--- src/rtl/sdwm_pkg.sv ---
`timescale 1ns / 1ps
package sdwm_pkg;

    // Build defaults
    localparam int DEPTH_DEF       = 131072;
    localparam int SAMPLE_BITS_DEF = 24;

    // Register file
    localparam int CFG_W    = 17;
    localparam int DATA_W   = 32;
    localparam int ADDR_W   = 5;
    localparam int IDX_W    = 3;

    localparam logic [IDX_W-1:0] REG_DELAY = 3'd0;
    localparam logic [IDX_W-1:0] REG_BLEND = 3'd1;
    localparam logic [IDX_W-1:0] REG_WET   = 3'd2;
    localparam logic [IDX_W-1:0] REG_WIDTH = 3'd3;
    localparam logic [IDX_W-1:0] REG_MIX   = 3'd4;

    localparam logic [CFG_W-1:0] DELAY_RST = 17'd22050;
    localparam logic [CFG_W-1:0] BLEND_RST = 17'd32768;
    localparam logic [CFG_W-1:0] WET_RST   = 17'd19661;
    localparam logic [CFG_W-1:0] WIDTH_RST = 17'd32768;
    localparam logic [CFG_W-1:0] MIX_RST   = 17'd32768;

    // Unity gain in Q1.16
    localparam logic [CFG_W-1:0] GAIN_ONE = 17'h10000;

    typedef struct packed {
        logic [CFG_W-1:0] delay;
        logic [CFG_W-1:0] blend;
        logic [CFG_W-1:0] wet;
        logic [CFG_W-1:0] width;
        logic [CFG_W-1:0] mix;
    } sdwm_cfg_t;

    // Hold conditions of a step
    localparam logic [1:0] H_NONE = 2'd0;
    localparam logic [1:0] H_IN   = 2'd1;
    localparam logic [1:0] H_MOD  = 2'd2;
    localparam logic [1:0] H_OUT  = 2'd3;

    // Delay store operations
    localparam logic [1:0] ST_NOP   = 2'd0;
    localparam logic [1:0] ST_MOD   = 2'd1;
    localparam logic [1:0] ST_WRITE = 2'd2;
    localparam logic [1:0] ST_READ  = 2'd3;

    // Multiplier A operand
    localparam logic [3:0] A_XL  = 4'd0;
    localparam logic [3:0] A_XR  = 4'd1;
    localparam logic [3:0] A_DL  = 4'd2;
    localparam logic [3:0] A_DR  = 4'd3;
    localparam logic [3:0] A_T0  = 4'd4;
    localparam logic [3:0] A_T1  = 4'd5;
    localparam logic [3:0] A_T2  = 4'd6;
    localparam logic [3:0] A_SUM = 4'd7;
    localparam logic [3:0] A_DIF = 4'd8;

    // Multiplier B operand (gains)
    localparam logic [2:0] B_R   = 3'd0;
    localparam logic [2:0] B_NR  = 3'd1;
    localparam logic [2:0] B_WG  = 3'd2;
    localparam logic [2:0] B_ONE = 3'd3;
    localparam logic [2:0] B_SW  = 3'd4;
    localparam logic [2:0] B_MG  = 3'd5;

    // Accumulator operation
    localparam logic [1:0] ACC_HOLD = 2'd0;
    localparam logic [1:0] ACC_LOAD = 2'd1;
    localparam logic [1:0] ACC_ADD  = 2'd2;
    localparam logic [1:0] ACC_SUB  = 2'd3;

    // Destination of the rounded accumulator
    localparam logic [2:0] R_NONE = 3'd0;
    localparam logic [2:0] R_T0   = 3'd1;
    localparam logic [2:0] R_T1   = 3'd2;
    localparam logic [2:0] R_T2   = 3'd3;
    localparam logic [2:0] R_OL   = 3'd4;
    localparam logic [2:0] R_OR   = 3'd5;

    // Program addresses
    localparam int STEP_W = 5;
    localparam logic [STEP_W-1:0] U_IDLE  = 5'd0;
    localparam logic [STEP_W-1:0] U_MODW  = 5'd1;
    localparam logic [STEP_W-1:0] U_WRITE = 5'd2;
    localparam logic [STEP_W-1:0] U_READ  = 5'd3;
    localparam logic [STEP_W-1:0] U_BLL0  = 5'd4;
    localparam logic [STEP_W-1:0] U_BLL1  = 5'd5;
    localparam logic [STEP_W-1:0] U_BLR0  = 5'd6;
    localparam logic [STEP_W-1:0] U_BLR1  = 5'd7;
    localparam logic [STEP_W-1:0] U_WGL   = 5'd8;
    localparam logic [STEP_W-1:0] U_WGR   = 5'd9;
    localparam logic [STEP_W-1:0] U_WGE   = 5'd10;
    localparam logic [STEP_W-1:0] U_MID0  = 5'd11;
    localparam logic [STEP_W-1:0] U_MID1  = 5'd12;
    localparam logic [STEP_W-1:0] U_SIDE0 = 5'd13;
    localparam logic [STEP_W-1:0] U_SIDE1 = 5'd14;
    localparam logic [STEP_W-1:0] U_MIXL  = 5'd15;
    localparam logic [STEP_W-1:0] U_MIXR  = 5'd16;
    localparam logic [STEP_W-1:0] U_MIXE  = 5'd17;
    localparam logic [STEP_W-1:0] U_EMIT  = 5'd18;

    typedef struct packed {
        logic              take;
        logic              emit;
        logic [1:0]        hold;
        logic              jmp;
        logic [STEP_W-1:0] target;
        logic [1:0]        st_op;
        logic [3:0]        a_sel;
        logic [2:0]        b_sel;
        logic [1:0]        acc_op;
        logic [2:0]        rnd_dst;
        logic              rnd17;
    } sdwm_uc_t;

    typedef struct packed {
        logic in_valid;
        logic mod_done;
        logic out_free;
    } sdwm_stat_t;

    // Control program: one word per step
    function automatic sdwm_uc_t ucode(input logic [STEP_W-1:0] step);
        sdwm_uc_t w;
        w = '0;
        unique case (step)
            U_IDLE:
            begin
                w.take  = 1'b1;
                w.hold  = H_IN;
                w.st_op = ST_MOD;
            end
            U_MODW:  w.hold  = H_MOD;
            U_WRITE: w.st_op = ST_WRITE;
            U_READ:  w.st_op = ST_READ;
            U_BLL0:
            begin
                w.acc_op = ACC_LOAD; w.a_sel = A_DL; w.b_sel = B_NR;
            end
            U_BLL1:
            begin
                w.acc_op = ACC_ADD;  w.a_sel = A_XL; w.b_sel = B_R;
            end
            U_BLR0:
            begin
                w.rnd_dst = R_T0;
                w.acc_op = ACC_LOAD; w.a_sel = A_DR; w.b_sel = B_NR;
            end
            U_BLR1:
            begin
                w.acc_op = ACC_ADD;  w.a_sel = A_XR; w.b_sel = B_R;
            end
            U_WGL:
            begin
                w.rnd_dst = R_T1;
                w.acc_op = ACC_LOAD; w.a_sel = A_T0; w.b_sel = B_WG;
            end
            U_WGR:
            begin
                w.rnd_dst = R_T0;
                w.acc_op = ACC_LOAD; w.a_sel = A_T1; w.b_sel = B_WG;
            end
            U_WGE:   w.rnd_dst = R_T1;
            U_MID0:
            begin
                w.acc_op = ACC_LOAD; w.a_sel = A_SUM; w.b_sel = B_ONE;
            end
            U_MID1:
            begin
                w.acc_op = ACC_ADD;  w.a_sel = A_DIF; w.b_sel = B_SW;
            end
            U_SIDE0:
            begin
                w.rnd_dst = R_T2; w.rnd17 = 1'b1;
                w.acc_op = ACC_LOAD; w.a_sel = A_SUM; w.b_sel = B_ONE;
            end
            U_SIDE1:
            begin
                w.acc_op = ACC_SUB;  w.a_sel = A_DIF; w.b_sel = B_SW;
            end
            U_MIXL:
            begin
                w.rnd_dst = R_T1; w.rnd17 = 1'b1;
                w.acc_op = ACC_LOAD; w.a_sel = A_T2; w.b_sel = B_MG;
            end
            U_MIXR:
            begin
                w.rnd_dst = R_OL;
                w.acc_op = ACC_LOAD; w.a_sel = A_T1; w.b_sel = B_MG;
            end
            U_MIXE:  w.rnd_dst = R_OR;
            U_EMIT:
            begin
                w.hold   = H_OUT;
                w.emit   = 1'b1;
                w.jmp    = 1'b1;
                w.target = U_IDLE;
            end
            default:
            begin
                w.jmp    = 1'b1;
                w.target = U_IDLE;
            end
        endcase
        return w;
    endfunction

endpackage

--- src/rtl/sdwm_dp.sv ---
`timescale 1ns / 1ps
module sdwm_dp #(
    parameter int SAMPLE_BITS = sdwm_pkg::SAMPLE_BITS_DEF
) (
    input  logic                   clk,
    input  logic                   rst_n,
    input  sdwm_pkg::sdwm_uc_t     uc,
    input  logic                   fire,
    input  sdwm_pkg::sdwm_cfg_t    cfg,
    input  logic [SAMPLE_BITS-1:0] left_in,
    input  logic [SAMPLE_BITS-1:0] right_in,
    input  logic                   block_last,
    input  logic [SAMPLE_BITS-1:0] dly_left,
    input  logic [SAMPLE_BITS-1:0] dly_right,
    output logic [SAMPLE_BITS-1:0] x_left,
    output logic [SAMPLE_BITS-1:0] x_right,
    output logic [SAMPLE_BITS-1:0] left_out,
    output logic [SAMPLE_BITS-1:0] right_out,
    output logic                   block_end,
    output logic                   out_valid,
    input  logic                   out_ready
);
    import sdwm_pkg::*;

    localparam int S    = SAMPLE_BITS;
    localparam int TW   = S + 1;
    localparam int OW   = S + 2;
    localparam int BW   = CFG_W + 1;
    localparam int PW   = OW + BW;
    localparam int ACCW = PW + 1;

    localparam logic signed [ACCW-1:0] HALF16 = ACCW'(32768);
    localparam logic signed [ACCW-1:0] HALF17 = ACCW'(65536);

    logic        [S-1:0]    xl_reg, xr_reg;
    logic                   last_reg;
    logic signed [TW-1:0]   t0_reg, t0_next;
    logic signed [TW-1:0]   t1_reg, t1_next;
    logic signed [TW-1:0]   t2_reg, t2_next;
    logic signed [ACCW-1:0] acc_reg, acc_next;
    logic        [S-1:0]    ol_reg, ol_next;
    logic        [S-1:0]    or_reg, or_next;
    logic        [S-1:0]    lo_reg, ro_reg;
    logic                   end_reg;
    logic                   vld_reg, vld_next;

    logic [CFG_W-1:0]       r_c, wg_c, sw_c, mg_c;
    logic signed [OW-1:0]   a_op;
    logic signed [BW-1:0]   b_op;
    logic signed [PW-1:0]   prod;
    logic signed [ACCW-1:0] prod_x;
    logic signed [ACCW-1:0] acc_rnd;
    logic signed [ACCW-1:0] acc_sh;
    logic signed [TW-1:0]   rnd_val;
    logic        [S-1:0]    sat_l, sat_r;
    logic                   emit_now;

    // Gains above unity act as unity
    assign r_c  = (cfg.blend > GAIN_ONE) ? GAIN_ONE : cfg.blend;
    assign wg_c = (cfg.wet   > GAIN_ONE) ? GAIN_ONE : cfg.wet;
    assign sw_c = (cfg.width > GAIN_ONE) ? GAIN_ONE : cfg.width;
    assign mg_c = (cfg.mix   > GAIN_ONE) ? GAIN_ONE : cfg.mix;

    always_comb
    begin
        unique case (uc.a_sel)
            A_XL:    a_op = {{2{xl_reg[S-1]}}, xl_reg};
            A_XR:    a_op = {{2{xr_reg[S-1]}}, xr_reg};
            A_DL:    a_op = {{2{dly_left[S-1]}}, dly_left};
            A_DR:    a_op = {{2{dly_right[S-1]}}, dly_right};
            A_T0:    a_op = {t0_reg[TW-1], t0_reg};
            A_T1:    a_op = {t1_reg[TW-1], t1_reg};
            A_T2:    a_op = {t2_reg[TW-1], t2_reg};
            A_SUM:   a_op = {t0_reg[TW-1], t0_reg} + {t1_reg[TW-1], t1_reg};
            A_DIF:   a_op = {t0_reg[TW-1], t0_reg} - {t1_reg[TW-1], t1_reg};
            default: a_op = '0;
        endcase
    end

    always_comb
    begin
        unique case (uc.b_sel)
            B_R:     b_op = {1'b0, r_c};
            B_NR:    b_op = {1'b0, GAIN_ONE - r_c};
            B_WG:    b_op = {1'b0, wg_c};
            B_ONE:   b_op = {1'b0, GAIN_ONE};
            B_SW:    b_op = {1'b0, sw_c};
            B_MG:    b_op = {1'b0, mg_c};
            default: b_op = '0;
        endcase
    end

    assign prod   = a_op * b_op;
    assign prod_x = {prod[PW-1], prod};

    // Round half up: add half an LSB, then floor
    assign acc_rnd = acc_reg + (uc.rnd17 ? HALF17 : HALF16);
    assign acc_sh  = uc.rnd17 ? (acc_rnd >>> 17) : (acc_rnd >>> 16);
    assign rnd_val = acc_sh[TW-1:0];

    function automatic logic [S-1:0] sat_add(input logic [S-1:0] x,
                                             input logic [TW-1:0] v);
        logic [S+1:0] s;
        logic [S-1:0] r;
        s = {{2{x[S-1]}}, x} + {v[TW-1], v};
        if ((s[S+1:S-1] == 3'b000) || (s[S+1:S-1] == 3'b111))
            r = s[S-1:0];
        else if (s[S+1])
            r = {1'b1, {(S-1){1'b0}}};
        else
            r = {1'b0, {(S-1){1'b1}}};
        return r;
    endfunction

    assign sat_l = sat_add(xl_reg, rnd_val);
    assign sat_r = sat_add(xr_reg, rnd_val);

    always_comb
    begin
        acc_next = acc_reg;
        t0_next  = t0_reg;
        t1_next  = t1_reg;
        t2_next  = t2_reg;
        ol_next  = ol_reg;
        or_next  = or_reg;
        if (fire)
        begin
            unique case (uc.acc_op)
                ACC_HOLD: acc_next = acc_reg;
                ACC_LOAD: acc_next = prod_x;
                ACC_ADD:  acc_next = acc_reg + prod_x;
                ACC_SUB:  acc_next = acc_reg - prod_x;
            endcase
            unique case (uc.rnd_dst)
                R_T0:    t0_next = rnd_val;
                R_T1:    t1_next = rnd_val;
                R_T2:    t2_next = rnd_val;
                R_OL:    ol_next = sat_l;
                R_OR:    or_next = sat_r;
                default: t0_next = t0_reg;
            endcase
        end
    end

    assign emit_now = fire && uc.emit;

    always_comb
    begin
        priority if (emit_now)
            vld_next = 1'b1;
        else if (out_ready)
            vld_next = 1'b0;
        else
            vld_next = vld_reg;
    end

    always_ff @(posedge clk or negedge rst_n)
    begin
        if (!rst_n)
            vld_reg <= 1'b0;
        else
            vld_reg <= vld_next;
    end

    always_ff @(posedge clk)
    begin
        acc_reg <= acc_next;
        t0_reg  <= t0_next;
        t1_reg  <= t1_next;
        t2_reg  <= t2_next;
        ol_reg  <= ol_next;
        or_reg  <= or_next;
        if (fire && uc.take)
        begin
            xl_reg   <= left_in;
            xr_reg   <= right_in;
            last_reg <= block_last;
        end
        if (emit_now)
        begin
            lo_reg  <= ol_reg;
            ro_reg  <= or_reg;
            end_reg <= last_reg;
        end
    end

    assign x_left    = xl_reg;
    assign x_right   = xr_reg;
    assign left_out  = lo_reg;
    assign right_out = ro_reg;
    assign block_end = end_reg;
    assign out_valid = vld_reg;

endmodule

--- config.mk ---
export PLATFORM = sky130hd
export DESIGN_NAME = sdwm_dp
export DESIGN_NICKNAME = d
export VERILOG_FILES = /design/src/rtl/sdwm_pkg.sv /design/src/rtl/sdwm_dp.sv
export SDC_FILE = /design/constraint.sdc
export NUM_CORES = 2
export LEC_CHECK = 0
export BUFFER_PORTS_ARGS = -buffer_cell sky130_fd_sc_hd__buf_4
export CAP_MARGIN = 20
export CORE_MARGIN = 2
export CORE_UTILIZATION = 35
export DETAILED_ROUTE_END_ITERATION = 16
export PLACE_DENSITY = 0.56
export SYNTH_ARGS = -nofsm -noshare
export SYNTH_HDL_FRONTEND = slang
export SYNTH_SLANG_ARGS = --single-unit
--- constraint.sdc ---
create_clock -name clk -period 10.8 [get_ports clk]
set_clock_uncertainty 0.05 [all_clocks]
set_input_delay 2.16 -clock clk [delete_from_list [all_inputs] [get_ports clk]]
set_output_delay 2.16 -clock clk [all_outputs]
set_load 0.03 [all_outputs]
## Word-level counts from Yosys, hierarchy flattened

Index checks and enable logic that the tools add are counted.
W data, S select, Z words.

| word-level totals | value |
|---|---|
| register bits after elaboration | 267 |
| bits of input ports | 211 |
| word-level logic and storage cells | 81 |

| cells by class | value |
|---|---|
| $add $sub $neg | 8 |
| multiply operators | 1 |
| magnitude comparators | 4 |
| eq/ne operators | 23 |
| multiplexer cells | 15 |
| bitwise logic cells | 1 |
| reduce and logical (&&, ||, !) cells | 16 |

Operator list:

| operator | count |
|---|---|
| $pmux W26 S9 | 1 |
| $pmux W45 S3 | 1 |
| $pmux W17 S6 | 1 |
| $mux W24 | 4 |
| $mux W17 | 5 |
| $gt A17 B17 Y1 const B | 4 |
| $add A24 B25 Y26 | 2 |
| $add A45 B44 Y45 | 1 |
| $sub A45 B44 Y45 | 1 |
| $mul A26 B18 Y44 | 1 |
| $add A42 B18 Y42 | 1 |
| $add A25 B25 Y26 | 1 |
| $sub A25 B25 Y26 | 1 |
| $mux W25 | 1 |
| $eq A3 B3 Y1 const B | 6 |
| $sub A17 B17 Y17 const A | 1 |
| $eq A4 B3 Y1 const B | 4 |
| $eq A3 B2 Y1 const B | 4 |
| $reduce_and A2 Y1 | 6 |
| $logic_not A3 Y1 | 3 |
| $eq A4 B2 Y1 const B | 2 |
| $eq A3 B1 Y1 const B | 2 |
| $eq A2 B2 Y1 const B | 2 |
| $eq A4 B1 Y1 const B | 1 |
| 9 further kinds | 12 |

## Logic depth before layout (Yosys ltp)

| logic depth | value |
|---|---|
| depth after elaboration | 7 |
| depth in mapped cells | 56 |
| depth with buffers taken out | 53 |

## Worst setup path before layout

Ideal clock, no wire load.

| timing path | value |
|---|---|
| kind | input to register |
| start | input uc[9] in the netlist's numbering |
| end | register acc_reg[38] (data pin) |
| setup time | 0.265 ns |
| arrival | 13.387 ns |
| required time | 10.485 ns |
| slack | -2.902 ns |
| cell stages on the path | 51 |
| path through | buf_4 -> nor4b_1 -> nor2_1 -> xnor2_1 -> ha_1 -> nor2b_1 -> o21ai_1 -> a21boi_1 -> o21ai_0 -> a21boi_1 -> o21ai_1 -> a21o_1 -> nand2_1 -> a31o_2 -> a21oi_1 -> xnor2_1 -> a211oi_1 -> nor2_1 -> [15 not listed] -> xor2_1 -> nor2_1 -> nand2_1 -> nor3_1 -> nor2_1 -> xor2_1 -> ha_1 -> nor2b_1 -> o21ai_0 -> nand2b_1 -> a21oi_1 -> o221ai_1 -> a221oi_2 -> o31ai_1 -> a21o_1 -> a31oi_1 -> mux2i_1 -> or3_1 |

| on the way | value |
|---|---|
| word-level cells in the longest chain between the ends | 5 |
| elaborated cells on any way between the ends | 14 |
| those cells by class | add/sub (2); mul (1); eq/ne (8); mux (2); reduce/logical (1) |

Ends and longest elaborated chain:

| what | line | RTL |
|---|---|---|
| start: declaration | sdwm_dp.sv:7 | `input sdwm_pkg::sdwm_uc_t uc,` |
| $eq A4 B4 Y1 (tied with other cells) | sdwm_dp.sv:66 | `unique case (uc.a_sel)` |
| $pmux W26 S9 * | sdwm_dp.sv:66 |  |
| $mul A26 B18 Y44 * | sdwm_dp.sv:93 | `assign prod = a_op * b_op;` |
| $sub A45 B44 Y45 / $add A45 B44 Y45 (equally long branches) | sdwm_dp.sv:132, sdwm_dp.sv:131 |  |
| $pmux W45 S3 * | sdwm_dp.sv:128 | `unique case (uc.acc_op)` |
| end signal: assignment | sdwm_dp.sv:167 | `acc_reg <= acc_next;` |
| end: declaration | sdwm_dp.sv:40 | `logic signed [ACCW-1:0] acc_reg, acc_next;` |

Mark *: on every way between the ends. The rest lies on a longest branch, timed or not.
A chain may end at the register's enable or synchronous reset.

## Final worst setup path

| timing path | value |
|---|---|
| start | input uc[11] in the netlist's numbering |
| end | register acc_reg[41] (data pin) |

Same word-level chain as after synthesis.

==> flow_summary_export.csv <==
group,metric,value,unit
sta,tns,-28.61,ns
placed_design,place.port_buffers,281,
placed_design,place_area,43800,µm²
routing,ant_nets,0,
global_route,overflow,0,
power,leakage,21.6,nW
synth,async_reset_ff_frac,0.00379,
routing,firstDrtPassIters,7,
worst_hold_path,hold_start,"ol_reg[23]",
critical_path,worstSetupPathType,"in2reg",
clock_tree,clock_sinks,264,
critical_path,slowest_delay,0.51,ns
power,clkPwrFrac,0.072,
global_route,track_usage,0.228,
finish,mostFrequentLayoutCells,"buf_4, inv_1, fa_1, nor2_1, nand2_1",
worst_hold_path,min_path_type,"reg2reg",
routing,drc,0,
synth,synth_cell_types,106,
placed_design,place_congestion,0.923,
die,io_pins,309,
synth,yosys_warnings,0,
synth,syn_nets,4558,
die,die_y,317,µm
status,violations,"negative setup slack",
sta,setup_viol,26,
die,die_w,317,µm
routing,detail_route.vias_per_cell,5.08,
critical_path,crit_path_start,"uc[11]",
run,drv_cap,0,
sta,fmax,80.6,MHz
status,status,"complete, but fails checks",
die,start_util,0.354,
synth,synth.avg_cell_area,9.24,µm²
finish,final_common_cell,"buf_4",
sta,hold_ws,0.369,ns
die,rows,114,
power,seqPwrFrac,0.123,
clock_tree,h-tree-depth,1,
die,die-area,100000,µm²
power,comb_power_share,0.805,
sta,maxSlewHeadroom,0.197,
routing,drt-initial-drc-count,2260,
sta,tightest_slew,1.20,ns
critical_path,critPathRequiredTime,11.09,ns
critical_path,critical_path.most_common_cell,"buf_4",
sta,setup_ws,-1.61,ns
synth,yosysSeqAreaShare,0.231,
clock_tree,insertion_delay,0.59,ns
critical_path,crit_fanout,4,
power,swShare,0.446,
global_route,grt_max_degree,62,
clock_tree,cts-root-buf,"clkbuf_16",
synth,netlist_area,34200,µm²
global_route,antenna_found_initial,7,
routing,postRouteWirelength,115000,µm
finish,largest_register_ff_count,42,
finish,final_cell_area,46700,µm²
sta,rsz0062_at_grt,"yes",
clock_tree,clkTransAtPathRegs,0.07,ns
power,power,0.0137,W
clock_tree,ctsHoldBuffers,0,
power,netSwitchingPower,0.00610,W
sta,fin_crit_sh,1.15,
routing,vias,30400,
synth,synth_edf_count,263,
routing,post_drt_wl_per_cell,19.2,µm
synth,syn_inst,3705,
synth,synthFlopType,"edfxtp_1",
placed_design,hpwlAfterDp,95600,µm
critical_path,endpoint_kind,"register",
finish,drive_above_1_share,0.322,
finish,nets,5521,
clock_tree,cts_tree,"built",
finish,final_util,0.482,
critical_path,cp_slowest_cell,"or4_4",
clock_tree,clock_path_buffers,3,
finish,synthToLayoutAreaGrowth,36.5,%
global_route,grt_pass1_vias,30800,
critical_path,rr_startpoint,"t1_reg[5]",
sta,layout_min_cycle_time,12.41,ns
synth,synth.ff_latch_count,264,
clock_tree,cts_buffers,29,
critical_path,crit_arrival,12.70,ns
power,cellPowerDensity,293,nW/µm²
power,intPower,0.00757,W
power,ir_worst_vdd,0.000300,V
sta,report.final.slew_viol_count,0,
sta,finalHoldViolations,0,
critical_path,critPathLaunchType,"input port",
global_route,grt_pass1_wl,178000,µm
die,design.core.area,96900,µm²
==> Yosys cell counts (35+ instances only) <==
cell      number  area, µm²
a21o_1       100        751
nand2b_1      58        363
clkbuf_1     124        465
xnor2_1      135       1180
nor2b_1       35        219
inv_1        586       2200
a22oi_1       55        413
xor2_1        93        815
ha_1         224       2800
a21oi_1      195        976
o21ai_0      132        661
nand2_1      307       1150
edfxtp_1     263       7900
fa_1         418       8370
nor2_1       383       1440
nand3_1       58        290
==> final cells by class <==
class / instances / area (µm²)
fillers: 9119 / 50100
well taps: 1276 / 1600
diodes: 5 / 12.5
repair buffers: 1073 / 8560
clock buffers: 30 / 729
multi-input cells: 2713 / 25500
inverters: 587 / 2210
flip-flops and latches: 264 / 7920
clock inverters: 24 / 196
==> worst max-delay path, delay by kind of cell <==
| kind | cells | cell delay (ns) |
|---|---|---|
| adder cells (fa/ha/maj) | 9 | 3.70 |
| AO/OA/AOI/OAI | 10 | 1.73 |
| XOR/XNOR | 6 | 1.07 |
| buffers and inverters | 9 | 0.91 |
| AND/OR/NAND/NOR | 14 | 3.14 |
==> routing by layer <==
| layer | wire (µm) | vias to the layer above | GRT usage |
|---|---|---|---|
| met5 | 0 | - | 0 |
| met4 | 1970 | 0 | 0.0378 |
| met3 | 5090 | 84 | 0.0233 |
| met2 | 56500 | 703 | 0.388 |
| met1 | 51000 | 15200 | 0.318 |
| li1 | - | 14400 | - |
==> worst paths after layout <==
kind                       slack [ns]      endpoint  cells past startpoint
max                             -1.61   acc_reg[41]                     48
min                              0.37  left_out[23]                      0
max reg2reg                     -0.85   acc_reg[41]                     47
min reg2reg                      0.37  left_out[23]                      0
max in group asynchronous        9.34     out_valid                      1
min in group asynchronous        1.28     out_valid                      1
==> power groups by stage <==
stage          combinational (W)  clock, W  sequential [W]
2_1_floorplan            0.00596         0         0.00166
3_3_place_gp             0.00947         0         0.00170
5_1_grt                   0.0121   0.00105         0.00169
6_report                  0.0110  0.000987         0.00168
3_5_place_dp             0.00949         0         0.00170
4_1_cts                   0.0104   0.00101         0.00168
==> metrics by stage <==
step,setup slack [ns],cells
after floorplan,-1.96,3705
after global placement,-2.39,5827
after detailed placement,-2.47,5827
after CTS,-1.51,5938
after global routing,-2.08,5972
final,-1.61,5972
==> timing repair <==
item,4_1_cts,5_1_grt
buffers inserted,58,32
gates resized for setup,154,152
setup endpoints to repair,26,30
cloned,0,0
pin swaps,140,124
==> cell families (layout without fill, tap and decap cells) <==
| group | after synthesis | after routing | share of synthesized area |
|---|---|---|---|
| simple gates | 1052 | 1052 | 0.145 |
| compound gates | 756 | 756 | 0.147 |
| buf+inv | 728 | 1714 | 0.0812 |
| fa+ha+maj | 645 | 645 | 0.327 |
| flops | 264 | 264 | 0.231 |
| xor+xnor | 229 | 229 | 0.0588 |
| mux | 31 | 31 | 0.00957 |
| other cells | 0 | 5 | 0 |
Note: power is estimated with default switching activity, not from simulation.
